File: src/hdl/contiguous_slot_allocator_assert.svh
// Assertion macros for the contiguous slot allocator.
`ifndef CONTIGUOUS_SLOT_ALLOCATOR_ASSERT_SVH
`define CONTIGUOUS_SLOT_ALLOCATOR_ASSERT_SVH

// Plain property, sampled on clk_i, off during reset.
`define CSA_ASSERT(label, prop, msg) \
  label: assert property (@(posedge clk_i) disable iff (!rst_ni) prop) \
    else $error(msg);

// Antecedent in one cycle implies consequent in the next.
`define CSA_ASSERT_NEXT(label, ante, cons, msg) \
  label: assert property (@(posedge clk_i) disable iff (!rst_ni) (ante) |=> (cons)) \
    else $error(msg);

`endif

File: src/hdl/csa_pkg.sv
// Shared constants, codes and types for the contiguous slot allocator.
package csa_pkg;

  localparam int unsigned NumSlots = 64;
  localparam int unsigned SlotW    = $clog2(NumSlots);
  localparam int unsigned CntW     = SlotW + 1;
  localparam int unsigned BytesW   = 18;
  localparam int unsigned SizeW    = 13;
  localparam int unsigned ProdW    = CntW + SizeW;
  localparam int unsigned DivCntW  = $clog2(BytesW + 1);

  localparam logic [SizeW-1:0]  SizeReset = SizeW'(64);
  localparam logic [SizeW-1:0]  SizeMin   = SizeW'(1);
  localparam logic [SizeW-1:0]  SizeMax   = SizeW'(4096);
  localparam logic [BytesW-1:0] BytesMax  = {BytesW{1'b1}};

  typedef enum logic [1:0] {
    STATUS_DONE     = 2'd0,
    STATUS_NO_ROOM  = 2'd1,
    STATUS_BAD_FREE = 2'd2
  } status_e;

  typedef enum logic {
    OP_ALLOC = 1'b0,
    OP_FREE  = 1'b1
  } op_e;

  typedef struct packed {
    logic              start;
    logic [BytesW-1:0] dividend;
    logic [SizeW-1:0]  divisor;
  } div_req_t;

  typedef struct packed {
    logic              done;
    logic [BytesW-1:0] quot;
    logic [SizeW-1:0]  rem;
  } div_rsp_t;

endpackage

File: src/hdl/csa_cell.sv
// One slot cell of the rotating free-map ring.
module csa_cell
  import csa_pkg::*;
(
  input  logic clk_i,
  input  logic rst_ni,
  input  logic shift_i,
  input  logic free_i,
  output logic free_o
);

  logic free_q, free_d;

  always_comb begin
    free_d = free_q;
    if (shift_i) begin
      free_d = free_i;
    end
  end

  // Slots come out of reset free.
  always_ff @(posedge clk_i or negedge rst_ni) begin
    if (!rst_ni) begin
      free_q <= 1'b1;
    end else begin
      free_q <= free_d;
    end
  end

  assign free_o = free_q;

endmodule

File: src/hdl/csa_div.sv
// Restoring divider, one quotient bit per cycle.
module csa_div
  import csa_pkg::*;
(
  input  logic     clk_i,
  input  logic     rst_ni,
  input  div_req_t req_i,
  output div_rsp_t rsp_o
);

  logic [BytesW-1:0]  quot_q, quot_d;
  logic [SizeW:0]     rem_q, rem_d;
  logic [SizeW-1:0]   dsr_q, dsr_d;
  logic [DivCntW-1:0] cnt_q, cnt_d;
  logic               busy_q, busy_d;
  logic               done_q, done_d;
  logic [SizeW:0]     rem_sh;
  logic [SizeW:0]     rem_sub;
  logic               fits;

  assign rem_sh  = {rem_q[SizeW-1:0], quot_q[BytesW-1]};
  assign rem_sub = rem_sh - {1'b0, dsr_q};
  assign fits    = rem_sh >= {1'b0, dsr_q};

  always_comb begin
    quot_d = quot_q;
    rem_d  = rem_q;
    dsr_d  = dsr_q;
    cnt_d  = cnt_q;
    busy_d = busy_q;
    done_d = 1'b0;
    if (req_i.start) begin
      quot_d = req_i.dividend;
      rem_d  = '0;
      dsr_d  = req_i.divisor;
      cnt_d  = '0;
      busy_d = 1'b1;
    end else if (busy_q) begin
      rem_d  = fits ? rem_sub : rem_sh;
      quot_d = {quot_q[BytesW-2:0], fits};
      cnt_d  = cnt_q + DivCntW'(1);
      if (cnt_q == DivCntW'(BytesW - 1)) begin
        busy_d = 1'b0;
        done_d = 1'b1;
      end
    end
  end

  always_ff @(posedge clk_i or negedge rst_ni) begin
    if (!rst_ni) begin
      cnt_q  <= '0;
      busy_q <= 1'b0;
      done_q <= 1'b0;
    end else begin
      cnt_q  <= cnt_d;
      busy_q <= busy_d;
      done_q <= done_d;
    end
  end

  always_ff @(posedge clk_i) begin
    quot_q <= quot_d;
    rem_q  <= rem_d;
    dsr_q  <= dsr_d;
  end

  assign rsp_o.done = done_q;
  assign rsp_o.quot = quot_q;
  assign rsp_o.rem  = rem_q[SizeW-1:0];

endmodule

File: src/hdl/contiguous_slot_allocator.sv
// Top level of the first-fit contiguous slot allocator.
// The 64-slot free map lives in a ring of cells that rotates one slot per
// cycle, while searching or marking, past a single head position. An item
// is taken only while the block is idle; the byte count is divided by the
// slot size in the restoring divider, then an allocate of at most 64 slots
// spends one rotation searching for the first fit and, on success with a
// nonzero size, a second rotation marking the run used, while a valid free
// spends one rotation marking its run free. The result sits in an output
// register, so the next item may be accepted while it waits. There is no
// clearing pass: the cells come out of reset all free.
`include "contiguous_slot_allocator_assert.svh"

module contiguous_slot_allocator
  import csa_pkg::*;
(
  input  logic              clk_i,
  input  logic              rst_ni,
  input  logic              cfg_we_i,
  input  logic [SizeW-1:0]  cfg_wdata_i,      // slot_size_bytes
  input  logic              s_axis_tvalid_i,
  output logic              s_axis_tready_o,
  input  logic [23:0]       s_axis_tdata_i,   // request_bytes[17:0], start_slot[23:18]
  input  logic              s_axis_tuser_i,   // opcode
  output logic              m_axis_tvalid_o,
  input  logic              m_axis_tready_i,
  output logic [23:0]       m_axis_tdata_o,   // granted_slot[5:0], granted_bytes[23:6]
  output logic [1:0]        m_axis_tuser_o    // status
);

  typedef enum logic [5:0] {
    ST_IDLE  = 6'b000001,
    ST_DIV   = 6'b000010,
    ST_CHECK = 6'b000100,
    ST_SCAN  = 6'b001000,
    ST_MARK  = 6'b010000,
    ST_OUT   = 6'b100000
  } state_e;

  state_e            state_q, state_d;
  logic [SizeW-1:0]  size_cfg_q;
  logic [SizeW-1:0]  size_eff;

  logic              op_q, op_d;
  logic [SlotW-1:0]  start_q, start_d;
  logic [CntW-1:0]   need_q, need_d;
  logic [CntW-1:0]   target_q, target_d;
  logic [CntW-1:0]   run_q, run_d;
  logic              found_q, found_d;
  logic [SlotW-1:0]  hit_q, hit_d;
  logic              mark_val_q, mark_val_d;
  logic [SlotW-1:0]  mark_lo_q, mark_lo_d;
  logic [CntW-1:0]   mark_cnt_q, mark_cnt_d;
  logic [ProdW-1:0]  prod_q, prod_d;
  logic [SlotW-1:0]  idx_q, idx_d;
  status_e           res_status_q, res_status_d;
  logic [SlotW-1:0]  res_slot_q, res_slot_d;
  logic [BytesW-1:0] res_bytes_q, res_bytes_d;

  logic              m_valid_q, m_valid_d;
  status_e           m_status_q, m_status_d;
  logic [SlotW-1:0]  m_slot_q, m_slot_d;
  logic [BytesW-1:0] m_bytes_q, m_bytes_d;

  div_req_t          div_req;
  div_rsp_t          div_rsp;

  logic [NumSlots-1:0] ring_bit;
  logic              shift_en;
  logic              head;
  logic              head_new;
  logic              in_range;
  logic              in_accept;
  logic [BytesW:0]   need_full;
  logic [CntW-1:0]   free_lim;
  logic              free_bad;
  logic [CntW-1:0]   run_inc;
  logic [CntW-1:0]   hit_calc;
  logic [BytesW-1:0] bytes_sat;

  // Out-of-range register values clamp to the legal slot sizes.
  always_comb begin
    size_eff = size_cfg_q;
    if (size_cfg_q < SizeMin) begin
      size_eff = SizeMin;
    end else if (size_cfg_q > SizeMax) begin
      size_eff = SizeMax;
    end
  end

  assign in_accept = s_axis_tvalid_i && s_axis_tready_o;

  assign div_req.start    = in_accept;
  assign div_req.dividend = s_axis_tdata_i[BytesW-1:0];
  assign div_req.divisor  = size_eff;

  csa_div u_div (
    .clk_i  (clk_i),
    .rst_ni (rst_ni),
    .req_i  (div_req),
    .rsp_o  (div_rsp)
  );

  // Ring rotates toward slot 0; the head value re-enters at the far end.
  assign shift_en = (state_q == ST_SCAN) || (state_q == ST_MARK);
  assign head     = ring_bit[0];
  assign in_range = ({1'b0, idx_q} >= {1'b0, mark_lo_q}) &&
                    ({1'b0, idx_q} < ({1'b0, mark_lo_q} + mark_cnt_q));
  assign head_new = ((state_q == ST_MARK) && in_range) ? mark_val_q : head;

  for (genvar k = 0; k < NumSlots; k++) begin : g_cell
    logic cell_in;
    if (k == NumSlots - 1) begin : g_tail
      assign cell_in = head_new;
    end else begin : g_body
      assign cell_in = ring_bit[k+1];
    end
    csa_cell u_cell (
      .clk_i   (clk_i),
      .rst_ni  (rst_ni),
      .shift_i (shift_en),
      .free_i  (cell_in),
      .free_o  (ring_bit[k])
    );
  end

  assign need_full = {1'b0, div_rsp.quot} + (BytesW+1)'(div_rsp.rem != '0);
  assign free_lim  = CntW'(NumSlots) - {1'b0, start_q};
  assign free_bad  = (div_rsp.rem != '0) ||
                     ({1'b0, start_q} >= CntW'(NumSlots)) ||
                     (div_rsp.quot > BytesW'(free_lim));
  assign run_inc   = run_q + CntW'(1);
  assign hit_calc  = {1'b0, idx_q} + CntW'(1) - target_q;
  assign bytes_sat = (prod_q > ProdW'(BytesMax)) ? BytesMax : prod_q[BytesW-1:0];

  always_comb begin
    state_d      = state_q;
    op_d         = op_q;
    start_d      = start_q;
    need_d       = need_q;
    target_d     = target_q;
    run_d        = run_q;
    found_d      = found_q;
    hit_d        = hit_q;
    mark_val_d   = mark_val_q;
    mark_lo_d    = mark_lo_q;
    mark_cnt_d   = mark_cnt_q;
    prod_d       = prod_q;
    idx_d        = idx_q;
    res_status_d = res_status_q;
    res_slot_d   = res_slot_q;
    res_bytes_d  = res_bytes_q;
    m_valid_d    = m_valid_q;
    m_status_d   = m_status_q;
    m_slot_d     = m_slot_q;
    m_bytes_d    = m_bytes_q;

    if (m_valid_q && m_axis_tready_i) begin
      m_valid_d = 1'b0;
    end

    unique case (state_q)
      ST_IDLE: begin
        if (in_accept) begin
          op_d    = s_axis_tuser_i;
          start_d = s_axis_tdata_i[BytesW+SlotW-1:BytesW];
          state_d = ST_DIV;
        end
      end
      ST_DIV: begin
        if (div_rsp.done) begin
          state_d = ST_CHECK;
        end
      end
      ST_CHECK: begin
        idx_d       = '0;
        run_d       = '0;
        found_d     = 1'b0;
        res_slot_d  = '0;
        res_bytes_d = '0;
        if (op_q == OP_ALLOC) begin
          if (need_full > (BytesW+1)'(NumSlots)) begin
            res_status_d = STATUS_NO_ROOM;
            state_d      = ST_OUT;
          end else begin
            need_d = need_full[CntW-1:0];
            // A zero-byte request searches for the first single free slot.
            target_d = (need_full == '0) ? CntW'(1) : need_full[CntW-1:0];
            state_d  = ST_SCAN;
          end
        end else begin
          if (free_bad) begin
            res_status_d = STATUS_BAD_FREE;
            state_d      = ST_OUT;
          end else begin
            res_status_d = STATUS_DONE;
            mark_val_d   = 1'b1;
            mark_lo_d    = start_q;
            mark_cnt_d   = div_rsp.quot[CntW-1:0];
            state_d      = ST_MARK;
          end
        end
      end
      ST_SCAN: begin
        idx_d  = idx_q + SlotW'(1);
        run_d  = head ? run_inc : '0;
        prod_d = ProdW'(need_q) * ProdW'(size_eff);
        if (!found_q && head && (run_inc == target_q)) begin
          found_d = 1'b1;
          hit_d   = hit_calc[SlotW-1:0];
        end
        if (idx_q == SlotW'(NumSlots - 1)) begin
          if (found_d) begin
            res_status_d = STATUS_DONE;
            res_slot_d   = hit_d;
            if (need_q == '0) begin
              res_bytes_d = '0;
              state_d     = ST_OUT;
            end else begin
              res_bytes_d = bytes_sat;
              mark_val_d  = 1'b0;
              mark_lo_d   = hit_d;
              mark_cnt_d  = need_q;
              state_d     = ST_MARK;
            end
          end else begin
            res_status_d = STATUS_NO_ROOM;
            res_slot_d   = '0;
            res_bytes_d  = '0;
            state_d      = ST_OUT;
          end
        end
      end
      ST_MARK: begin
        idx_d = idx_q + SlotW'(1);
        if (idx_q == SlotW'(NumSlots - 1)) begin
          state_d = ST_OUT;
        end
      end
      ST_OUT: begin
        if (!m_valid_q || m_axis_tready_i) begin
          m_valid_d  = 1'b1;
          m_status_d = res_status_q;
          m_slot_d   = res_slot_q;
          m_bytes_d  = res_bytes_q;
          state_d    = ST_IDLE;
        end
      end
      default: begin
        state_d = ST_IDLE;
      end
    endcase
  end

  always_ff @(posedge clk_i or negedge rst_ni) begin
    if (!rst_ni) begin
      state_q    <= ST_IDLE;
      size_cfg_q <= SizeReset;
      m_valid_q  <= 1'b0;
      run_q      <= '0;
      found_q    <= 1'b0;
      idx_q      <= '0;
    end else begin
      state_q   <= state_d;
      m_valid_q <= m_valid_d;
      run_q     <= run_d;
      found_q   <= found_d;
      idx_q     <= idx_d;
      if (cfg_we_i) begin
        size_cfg_q <= cfg_wdata_i;
      end
    end
  end

  always_ff @(posedge clk_i) begin
    op_q         <= op_d;
    start_q      <= start_d;
    need_q       <= need_d;
    target_q     <= target_d;
    hit_q        <= hit_d;
    mark_val_q   <= mark_val_d;
    mark_lo_q    <= mark_lo_d;
    mark_cnt_q   <= mark_cnt_d;
    prod_q       <= prod_d;
    res_status_q <= res_status_d;
    res_slot_q   <= res_slot_d;
    res_bytes_q  <= res_bytes_d;
    m_status_q   <= m_status_d;
    m_slot_q     <= m_slot_d;
    m_bytes_q    <= m_bytes_d;
  end

  assign s_axis_tready_o = (state_q == ST_IDLE);
  assign m_axis_tvalid_o = m_valid_q;
  assign m_axis_tdata_o  = {m_bytes_q, m_slot_q};
  assign m_axis_tuser_o  = m_status_q;

  `CSA_ASSERT_NEXT(a_busy_after_accept, in_accept, !s_axis_tready_o,
    "input taken while an item is still in progress")
  `CSA_ASSERT(a_status_legal, m_axis_tvalid_o |-> (m_axis_tuser_o != 2'd3),
    "result carries an undefined status code")
  `CSA_ASSERT(a_fail_zero, (m_axis_tvalid_o && (m_axis_tuser_o != STATUS_DONE)) |->
    (m_axis_tdata_o == '0), "failed request reports a nonzero slot or size")
  `CSA_ASSERT_NEXT(a_scan_ends, (state_q == ST_SCAN) && (idx_q == SlotW'(NumSlots - 1)),
    state_q != ST_SCAN, "search did not stop after one full rotation")

endmodule
File: config.mk
export PLATFORM = sky130hd
export DESIGN_NAME = contiguous_slot_allocator
export DESIGN_NICKNAME = d
export VERILOG_FILES = /design/src/hdl/csa_pkg.sv /design/src/hdl/csa_cell.sv /design/src/hdl/csa_div.sv /design/src/hdl/contiguous_slot_allocator.sv
export VERILOG_INCLUDE_DIRS = /design/src /design/src/hdl
export SDC_FILE = /design/constraint.sdc
export NUM_CORES = 1
export LEC_CHECK = 0
export BUFFER_PORTS_ARGS = -buffer_cell sky130_fd_sc_hd__buf_2
export CAP_MARGIN = 25
export CORE_ASPECT_RATIO = 1.75
export CORE_UTILIZATION = 45
export CTS_CLUSTER_SIZE = 28
export DETAILED_ROUTE_END_ITERATION = 8
export MAX_ROUTING_LAYER = met4
export PLACE_DENSITY_LB_ADDON = 0.2
export SLEW_MARGIN = 20
export SYNTH_ARGS = -nofsm -noshare
export SYNTH_HDL_FRONTEND = slang
export SYNTH_SLANG_ARGS = --single-unit
File: constraint.sdc
create_clock -name clk_i -period 9.8 [get_ports clk_i]
set_input_delay 0.98 -clock clk_i [delete_from_list [all_inputs] [get_ports clk_i]]
set_output_delay 0.98 -clock clk_i [all_outputs]
set_load 0.02 [all_outputs]
---- Word-level counts from Yosys, hierarchy flattened ----
Cells that the tools add are included.
word-level totals
  flip-flop bits (word level) ............. 262
operators by class
  add/sub/neg operators ................... 9
  $mul .................................... 1
  $lt $le $gt $ge ......................... 8
  equal/unequal tests ..................... 19
  multiplexer cells ....................... 67
  bitwise logic cells ..................... 2
  reductions and logical operators ........ 25
operators with widths
  cell                                                   count
  two-way mux 18 bit                                     6
  two-way mux 6 bit                                      18
  two-way mux 7 bit                                      6
  two-way mux 13 bit                                     3
  case mux 18 bit (2 select lines)                       1
  case mux 6 bit (2 select lines)                        3
  case mux 6 bit (6 select lines)                        1
  case mux 7 bit (2 select lines)                        2
  > comparator 20 x 18 -> 1 bit, second input constant   1
  multiplier 7 x 13 -> 20 bit                            1
  adder 18 x 1 -> 19 bit                                 1
  > comparator 19 x 7 -> 1 bit, second input constant    1
  zero test 19 bit                                       1
  > comparator 18 x 7 -> 1 bit                           1
  two-way mux 1 bit                                      18
  >= comparator 14 x 13 -> 1 bit                         1
  > comparator 13 bit, second input constant             1
  < comparator 13 x 1 -> 1 bit, second input constant    1
  nonzero test 13 bit                                    1
  subtractor 13 bit                                      1
  adder 6 x 1 -> 6 bit, second input constant            2
  equality test 6 bit, second input constant             2
  two-way mux 5 bit                                      2
  inequality test 2 x 1 -> 1 bit, second input constant  5
  other kinds (30)                                       51

---- Logic depth before layout (Yosys ltp) ----
Gate-level depths: netlist of the first run.
  depth in word-level cells ............... 8
  mapped depth ............................ 20
  depth with buffers taken out ............ 20

---- Modules after synthesis ----
Synthesis of the first run repeated with hierarchy kept, for this count alone.
second synthesis, totals
  cell total of the unflattened synthesis .. 1,347
  area total of the unflattened synthesis .. 15,861.5 µm²
by module, submodules not included
  module                     instances  cells each  area an instance (µm²)  seq. area each (µm²)
  contiguous_slot_allocator  1          961         10,297.4                4,246.6
  csa_div                    1          258         2,921.6                 1,366.3
  csa_cell                   64         2           41.3                    26.3

---- Worst setup path before layout of the first run ----
No wires, ideal clock.
  path type ............................... flip-flop to flip-flop
  from .................................... register size_cfg_q[12]
  to ...................................... register prod_q[19] (data pin)
  arrival time ............................ 5,245 ps
  setup slack ............................. 4,300 ps
  stages on the path, launching flop included .. 21
  cell sequence ........................... dfrtp_1 clkbuf_1 clkbuf_1 nor2b_1 and2_1 fa_1 inv_1 fa_1 inv_1 fa_1 inv_1 fa_1 inv_1 ha_1 a21o_1 a21oi_1 o21ai_0 a21oi_1 a21oi_1 or4_1 and3_1
between the ends
  cells in the longest elaborated chain, start to end .. 4
  elaborated cells between the ends (all ways) .. 5
ends and longest elaborated chain
  item                             RTL line                          source
  start: declaration               contiguous_slot_allocator.sv:40   logic [SizeW-1:0] size_cfg_q;
  start signal: assignment         contiguous_slot_allocator.sv:257  size_cfg_q <= SizeReset;
  start signal: assignment         contiguous_slot_allocator.sv:269  size_cfg_q <= cfg_wdata_i;
  > comparator 13 bit              contiguous_slot_allocator.sv:85   end else if (size_cfg_q > SizeMax) begin
  two-way mux 13 bit               contiguous_slot_allocator.sv:85
  two-way mux 13 bit (*)           contiguous_slot_allocator.sv:83   if (size_cfg_q < SizeMin) begin
  net size_eff[6]                  contiguous_slot_allocator.sv:41   logic [SizeW-1:0] size_eff;
  multiplier 7 x 13 -> 20 bit (*)  contiguous_slot_allocator.sv:206  prod_d = ProdW'(need_q) * ProdW'(size_eff);
  end signal: assignment           contiguous_slot_allocator.sv:283  prod_q <= prod_d;
  end: declaration                 contiguous_slot_allocator.sv:53   logic [ProdW-1:0] prod_q, prod_d;
The timed path passes the listed nets; every way through them passes the cells marked *.
A chain may end at the register's enable or synchronous reset.

---- Worst setup path in the final report of the first run ----
Ends and elaborated chain as after synthesis.

==> flow_metrics.env, run 1 <==
export IMPL_status="completed"
export IMPL_power_leakage_nw=7.427
export IMPL_place_congestion=0.8477
export IMPL_grt_pass1_wl_um=52840
export IMPL_synthCells=1366
export IMPL_synthAdderAreaFrac_pct=14.81
export IMPL_tritoncts="built"
export IMPL_cp_arrival_ns=6.18
export IMPL_hold_viol=0
export IMPL_setup_tns_ns=0
export IMPL_fin_nets=1607
export IMPL_hold_path_class="flop to flop"
export IMPL_drv_slew=0
export IMPL_cts_buffers=27
export IMPL_setup_viol_count_final=0
export IMPL_antenna_found_initial=0
export IMPL_postCtsSetupBuffers=0
export IMPL_io_pins=71
export IMPL_grt_use_total_pct=20.00
export IMPL_grt_remaining_overflow=0
export IMPL_finalClockSkew_ns=0.03027
export IMPL_power_per_cell_area_nw_per_um2=221.1
export IMPL_register_area_um2=7295
export IMPL_cp_max_fo=21
export IMPL_mostFrequentLayoutCells="nand2_1 (146), edfxtp_1 (144), inv_1 (119)"
export IMPL_cts_root_buf="clkbuf_16"
export IMPL_layout_min_cycle_time_ns=5.891
export IMPL_rsz0062_at_grt="false"
export IMPL_synth_edf_count=144
export IMPL_routedWlPerCell_um=17.04
export IMPL_ant_nets=0
export IMPL_min_period_over_period_pct=60.12
export IMPL_finalInstanceArea_um2=16990
export IMPL_seq_area_frac_synth_pct=47.39
export IMPL_synthXorXnorAreaFrac_pct=3.626
export IMPL_required_ns=10.09
export IMPL_netlist_area_um2=15390
export IMPL_synth_mux_area_share_pct=7.040
export IMPL_crit_family="adder cells"
export IMPL_multi_input_area_um2=7401
export IMPL_drc_errors=0
export IMPL_vdd_drop_max_mv=0.1651
export IMPL_grt_max_degree=82
export IMPL_core_area_um2=33740
export IMPL_first_pass_iters=4
export IMPL_clkLatencyLatePin_ns=0.55
export IMPL_port_buffers=70
export IMPL_synth_nets=1557
export IMPL_crit_slowest_cell="dfrtp_1"
export IMPL_areaGrowthSynthToFinish_pct=10.40
export IMPL_slew_headroom_pct=33.67
export IMPL_synth_compound_area_share_pct=9.081
export IMPL_layout_commonest_cell="nand2_1"
export IMPL_worstPathCellList="nor2b_1 > and2_1 > fa_1 > inv_1 > fa_1 > inv_1 > fa_1 > inv_1 > fa_1 > inv_1 > ha_1 > a21o_1 > a21oi_1 > o21ai_0 > a21oi_1 > a21oi_1 > or4_1 > and3_1"
export IMPL_end_kind="flop"
export IMPL_cp_buffers_inverters=4
export IMPL_power_mw=3.757
export IMPL_nFillCells=3066
export IMPL_clock_sinks=262
export IMPL_yosys_register_bits=262
export IMPL_wl_met1_um=11150
export IMPL_synth_warning_count=0
export IMPL_wl_met2_um=18700
export IMPL_async_reset_ff_share_pct=40.08
export IMPL_wl_met3_um=680
export IMPL_synth_top_family_by_area="adder cells"
export IMPL_first_global_vias=10593
export IMPL_dieArea_um2=34980
export IMPL_tightest_slew_ns=0.9949
export IMPL_dpl_instance_area_um2=16120
export IMPL_start_util_pct=45.62
export IMPL_maxCapViolCount=0
export IMPL_synth_avg_cell_area_um2=11.27
export IMPL_drt_wl_total_um=32250
export IMPL_die_x_um=141.8
export IMPL_critPathKind="flop to flop"
export IMPL_dpl_hpwl_um=24520
export IMPL_top_layer="met4"
export IMPL_synthFlopType="edfxtp_1"
export IMPL_cts_buffer_depth=3
export IMPL_htreeDepth=1
export IMPL_rows=89
export IMPL_antenna_cells=0
export IMPL_ctsResizeCount=0
export IMPL_yosys_area_share_simple_pct=13.49
export IMPL_hold_buffers=0
export IMPL_max_freq_mhz=169.7
export IMPL_clk_pin_slew_worst_paths_ns=0.07
export IMPL_startpoint_type="flop"
export IMPL_ys_types=74
export IMPL_via_count=9972
export IMPL_dieHeight_um=246.7
export IMPL_drive_above_1_share_pct=20.46
export IMPL_via_per_inst=5.271
export IMPL_max_stage_delay_ns=0.76
export IMPL_drtIter0Drc=332
[final cells by class]
cell class / instances / area share (%)
flip-flops and latches: 262 / 42.93
clock buffers: 36 / 4.418
multi-input cells: 927 / 43.56
inverters: 120 / 2.651
clock inverters: 14 / 0.5670
repair buffers: 78 / 2.526
well taps: 455 / 3.351
[power by group]
| group | switching, mW | internal [mW] | total, mW |
|---|---|---|---|
| clock network | 0.433 | 0.545 | 0.978 |
| logic | 0.708 | 0.539 | 1.25 |
| registers | 0.171 | 1.36 | 1.53 |
| total | 1.31 | 2.45 | 3.76 |
[path summary, 6_finish.rpt]
kind,cells past startpoint,startpoint,end,slack [ns]
max,18,size_cfg_q[12],prod_q[19],3.91
min,0,res_bytes_q[2],m_bytes_q[2],0.42
max reg2reg,18,size_cfg_q[12],prod_q[19],3.91
min reg2reg,0,res_bytes_q[2],m_bytes_q[2],0.42
max in group asynchronous,2,rst_ni,idx_q[0],8.44
min in group asynchronous,1,rst_ni,g_cell[31].u_cell.free_o,0.58
[Yosys cell counts, drive strengths merged, types with 41 or more instances]
master	n	area (um^2)
a21oi	41	205.2
and2	60	375.4
clkbuf	43	161.4
dfstp	66	1734
edfxtp	144	4324
fa	57	1141
ha	91	1139
inv	119	446.7
mux2	84	953.4
nand2	148	563.0
nor2	70	262.8
o21ai	49	245.2
[per-layer routing]
metal  vias to the layer above  GRT usage, %
li1                       4858             -
met1                      4885         18.66
met2                       142         39.54
met3                        87         1.704
met4                         0         10.56
met5                         -             -
[metrics by stage]
step	utilization (%)	worst slack, ns	std cells	hold slack (ns)
floorplan	-	4.300	1366	0.4003
CTS	50.29	3.893	1891	0.4170
finish	50.36	3.909	1892	0.4157
detailed placement	47.78	3.948	1841	0.4045
global placement	47.75	4.039	1840	0.4037
global route	50.36	3.546	1892	0.4236
[flip-flops by register name, indices dropped and copies added (netlist names), 2 cells and up]
signal                flops
m_bytes_q                18
m_slot_q                  6
size_cfg_q               13
mark_lo_q                 6
state_q                   6
u_div.cnt_q               5
u_div.dsr_q              13
target_q                  7
need_q                    7
start_q                   6
run_q                     7
u_div.quot_q             18
u_div.rem_q              13
hit_q                     6
res_slot_q                6
prod_q                   20
mark_cnt_q                7
res_bytes_q              18
idx_q                     6
m_axis_tuser_o            2
g_cell.u_cell.free_o     64
res_status_q              2
[cells by family (layout without fill, tap and decap cells)]
family          count (synthesis)  after routing
xor+xnor                       59             59
fa+ha+maj                     148            148
mux                            97             97
flops                         262            262
simple gates                  415            415
compound gates                208            208
buf+inv                       177            248
(Power assumes the default switching activity.)
==> inputs of run 2 (changes only) <==
--- a/config.mk
+++ b/config.mk
@@ -6,6 +6,7 @@
 export SDC_FILE = /design/constraint.sdc
 export NUM_CORES = 1
 export LEC_CHECK = 0
+export ABC_AREA = 1
 export BUFFER_PORTS_ARGS = -buffer_cell sky130_fd_sc_hd__buf_2
 export CAP_MARGIN = 25
 export CORE_ASPECT_RATIO = 1.75
==> constraint.sdc (replaced) <==
create_clock -name clk_i -period 6 [get_ports clk_i]
set_input_delay 0.6 -clock clk_i [delete_from_list [all_inputs] [get_ports clk_i]]
set_output_delay 0.6 -clock clk_i [all_outputs]
set_load 0.02 [all_outputs]
==> run 2 against run 1 <==
  * Clock power increased by 76%
  * First-iteration DRC count up 63%
  * Final cell count grew 19%
  * Global-route usage grew 1.4 points
  * Worst hold slack worse by 0.21 ns
  * Largest power group unchanged
==> flow_metrics.env, run 2 <==
export IMPL_yosys_area_share_simple_pct=19.24
export IMPL_seq_area_frac_synth_pct=46.88
export IMPL_mostFrequentLayoutCells="nand2_1 (349), inv_1 (260), nor2_1 (158)"
export IMPL_finalInstanceArea_um2=17350
export IMPL_first_global_vias=11902
export IMPL_via_per_inst=5.069
export IMPL_fin_util_pct=51.26
export IMPL_layout_min_cycle_time_ns=5.558
export IMPL_multi_input_area_um2=7056
export IMPL_setup_tns_ns=0
export IMPL_cp_max_fo=10
export IMPL_synthAdderAreaFrac_pct=14.65
export IMPL_synth_nets=1883
export IMPL_io_pins=71
export IMPL_cp_arrival_ns=5.85
export IMPL_clock_sinks=262
export IMPL_synth_area_top_cells="edfxtp_1 (28%), dfstp_2 (11%), nand2_1 (8.4%)"
export IMPL_synth_avg_cell_area_um2=9.197
export IMPL_hold_path_class="primary input to flop"
export IMPL_tightest_slew_ns=0.9341
export IMPL_synthFlopType="edfxtp_1"
export IMPL_largest_reg_flops=64
export IMPL_drtIter0Drc=541
export IMPL_async_reset_ff_share_pct=40.08
export IMPL_dpl_hpwl_um=27160
export IMPL_yosys_register_bits=262
export IMPL_synth_most_common_cell="nand2_1"
export IMPL_power_net_switching_mw=2.229
export IMPL_cts_buffers=27
export IMPL_placed_cells=2196
export IMPL_register_area_um2=7295
export IMPL_slew_headroom_pct=37.66
export IMPL_synth_top_family_by_area="simple AND/OR/NAND/NOR gates"
export IMPL_power_leakage_nw=7.780
export IMPL_synthXorXnorAreaFrac_pct=2.870
export IMPL_areaGrowthSynthToFinish_pct=11.52
export IMPL_status="completed"
export IMPL_grt_max_degree=69
export IMPL_power_mw=6.144
export IMPL_synth_top_area_cell="edfxtp_1"
export IMPL_critPathKind="flop to flop"
export IMPL_layout_commonest_cell="nand2_1"
export IMPL_grt_remaining_overflow=0
export IMPL_pwr_share_comb_pct=32.5
export IMPL_vdd_drop_max_mv=0.3792
export IMPL_hold_viol=0
export IMPL_cts_buffer_depth=3
export IMPL_place_congestion=0.9095
export IMPL_dpl_instance_area_um2=16410
export IMPL_ys_types=49
export IMPL_start_util_pct=45.97
export IMPL_nFillCells=3205
export IMPL_drive_above_1_share_pct=14.73
export IMPL_end_kind="flop"
export IMPL_synth_edf_count=144
export IMPL_ant_nets=0
export IMPL_dieHeight_um=248
export IMPL_drc_errors=0
export IMPL_p_seq_share_pct=39.5
export IMPL_cts_root_buf="clkbuf_16"
export IMPL_drt_wl_total_um=34920
export IMPL_maxCapViolCount=0
export IMPL_synth_warning_count=0
export IMPL_min_period_over_period_pct=92.63
export IMPL_finalNonFillerCells=2247
export IMPL_rows=89
export IMPL_routedWlPerCell_um=15.54
export IMPL_synth_compound_area_share_pct=8.217
export IMPL_synthCells=1692
export IMPL_clk_pin_slew_worst_paths_ns=0.06
export IMPL_fin_hold_ws_ns=0.2020
export IMPL_port_buffers=70
export IMPL_htreeDepth=1
export IMPL_antenna_found_initial=0
export IMPL_max_freq_mhz=179.9
export IMPL_rsz0062_at_grt="false"
export IMPL_fin_ws_ns=0.4421
export IMPL_power_per_cell_area_nw_per_um2=354.0
export IMPL_clkPwrFrac_pct=28.0
export IMPL_synth_mux_area_share_pct=0.1447
export IMPL_tritoncts="built"
export IMPL_core_area_um2=33850
export IMPL_finalClockSkew_ns=0.02955
export IMPL_netlist_area_um2=15560
export IMPL_p_int_mw=3.914
export IMPL_grt_pass1_wl_um=57730
export IMPL_drv_slew=0
export IMPL_first_pass_iters=5
export IMPL_dieArea_um2=35360
export IMPL_clkLatencyLatePin_ns=0.58
export IMPL_grt_use_total_pct=21.36
export IMPL_setup_viol_count_final=0
export IMPL_pre_cts_ws_ns=0.3863
export IMPL_antenna_cells=0
export IMPL_synth_common_cells="nand2_1 (350), inv_1 (260), nor2_1 (164)"
export IMPL_switching_share_pct=36.28
export IMPL_die_x_um=142.6
export IMPL_via_count=11389
export IMPL_synth_top_area_share_pct=27.79
export IMPL_fin_nets=1962
export IMPL_startpoint_type="flop"
export IMPL_required_ns=6.29
[run 2: changes by cell type in the layout (fill, tap and decap cells not counted), sizes merged, moves of 29 or more]
cell / change
and2: -60
inv: +148
mux2: -82
nand2: +214
nand3: +45
nor2: +115
o21a: -29
o21ai: +102
[run 2: power groups by stage]
stage | logic, mW | clock network [mW] | registers, mW
4_1_cts | 2.01 | 1.76 | 2.43
3_5_place_dp | 2.00 | 0 | 2.46
5_1_grt | 2.28 | 1.82 | 2.45
6_report | 2.00 | 1.72 | 2.43
2_1_floorplan | 1.53 | 0 | 2.37
3_3_place_gp | 1.96 | 0 | 2.46
[run 2: path summary, 6_finish.rpt]
path                                     from                end  slack (ns)  depth (start not counted)
max                             size_cfg_q[9]         prod_q[13]        0.44                         23
min                        s_axis_tdata_i[19]         start_q[1]        0.20                          1
max reg2reg                     size_cfg_q[9]         prod_q[13]        0.44                         23
min reg2reg                   res_status_q[1]  m_axis_tuser_o[1]        0.41                          0
max in group asynchronous              rst_ni     size_cfg_q[10]        4.18                          3
min in group asynchronous              rst_ni         state_q[3]        0.54                          2
[run 2: worst max-delay path, stage by stage (launching register included)]
cell        delay, ns
dfrtp_1          0.36
inv_1            0.08
nand4_1          0.10
nor3_1           0.14
nand4_1          0.12
nand2_1          0.14
clkinvlp_4       0.26
nor2_1           0.25
inv_1            0.14
nor2_1           0.14
fa_1             0.46
fa_1             0.52
fa_1             0.55
inv_1            0.05
fa_1             0.52
inv_1            0.04
ha_1             0.35
nand2_1          0.16
nor2_1           0.06
o21ai_0          0.08
o211ai_1         0.15
a21oi_1          0.29
o21ai_0          0.15
xor2_1           0.16
[run 2: what timing repair did]
item,4_1_cts,5_1_grt
setup buffers,0,0
endpoints found under the setup margin,0,3
hold endpoints to repair,9,0
hold buffers,1,0
gates resized for setup,0,10
[run 2: layout make-up]
cell class	count	share of cell area, %
clock buffers	35	4.182
flip-flops and latches	262	42.03
well taps	455	3.280
multi-input cells	1115	40.66
inverters	277	6.013
clock inverters	15	1.024
repair buffers	88	2.812
[run 2: per-layer routing]
metal  up-vias  part of all wire (%)  global-route usage, %
met2       212                    54                  39.62
met5         -                     0                      -
met1      5464                    39                  22.27
met3        99                   2.6                  1.987
li1       5614                     -                      -
met4         0                   4.8                  10.75
[run 2: cells by family after synthesis]
kind of cell             count (synthesis)
buffers and inverters                  315
AND/OR/NAND/NOR                        681
flip-flops                             262
XOR/XNOR                                51
AO/OA/AOI/OAI                          233
multiplexers                             2
adder cells (fa/ha/maj)                148
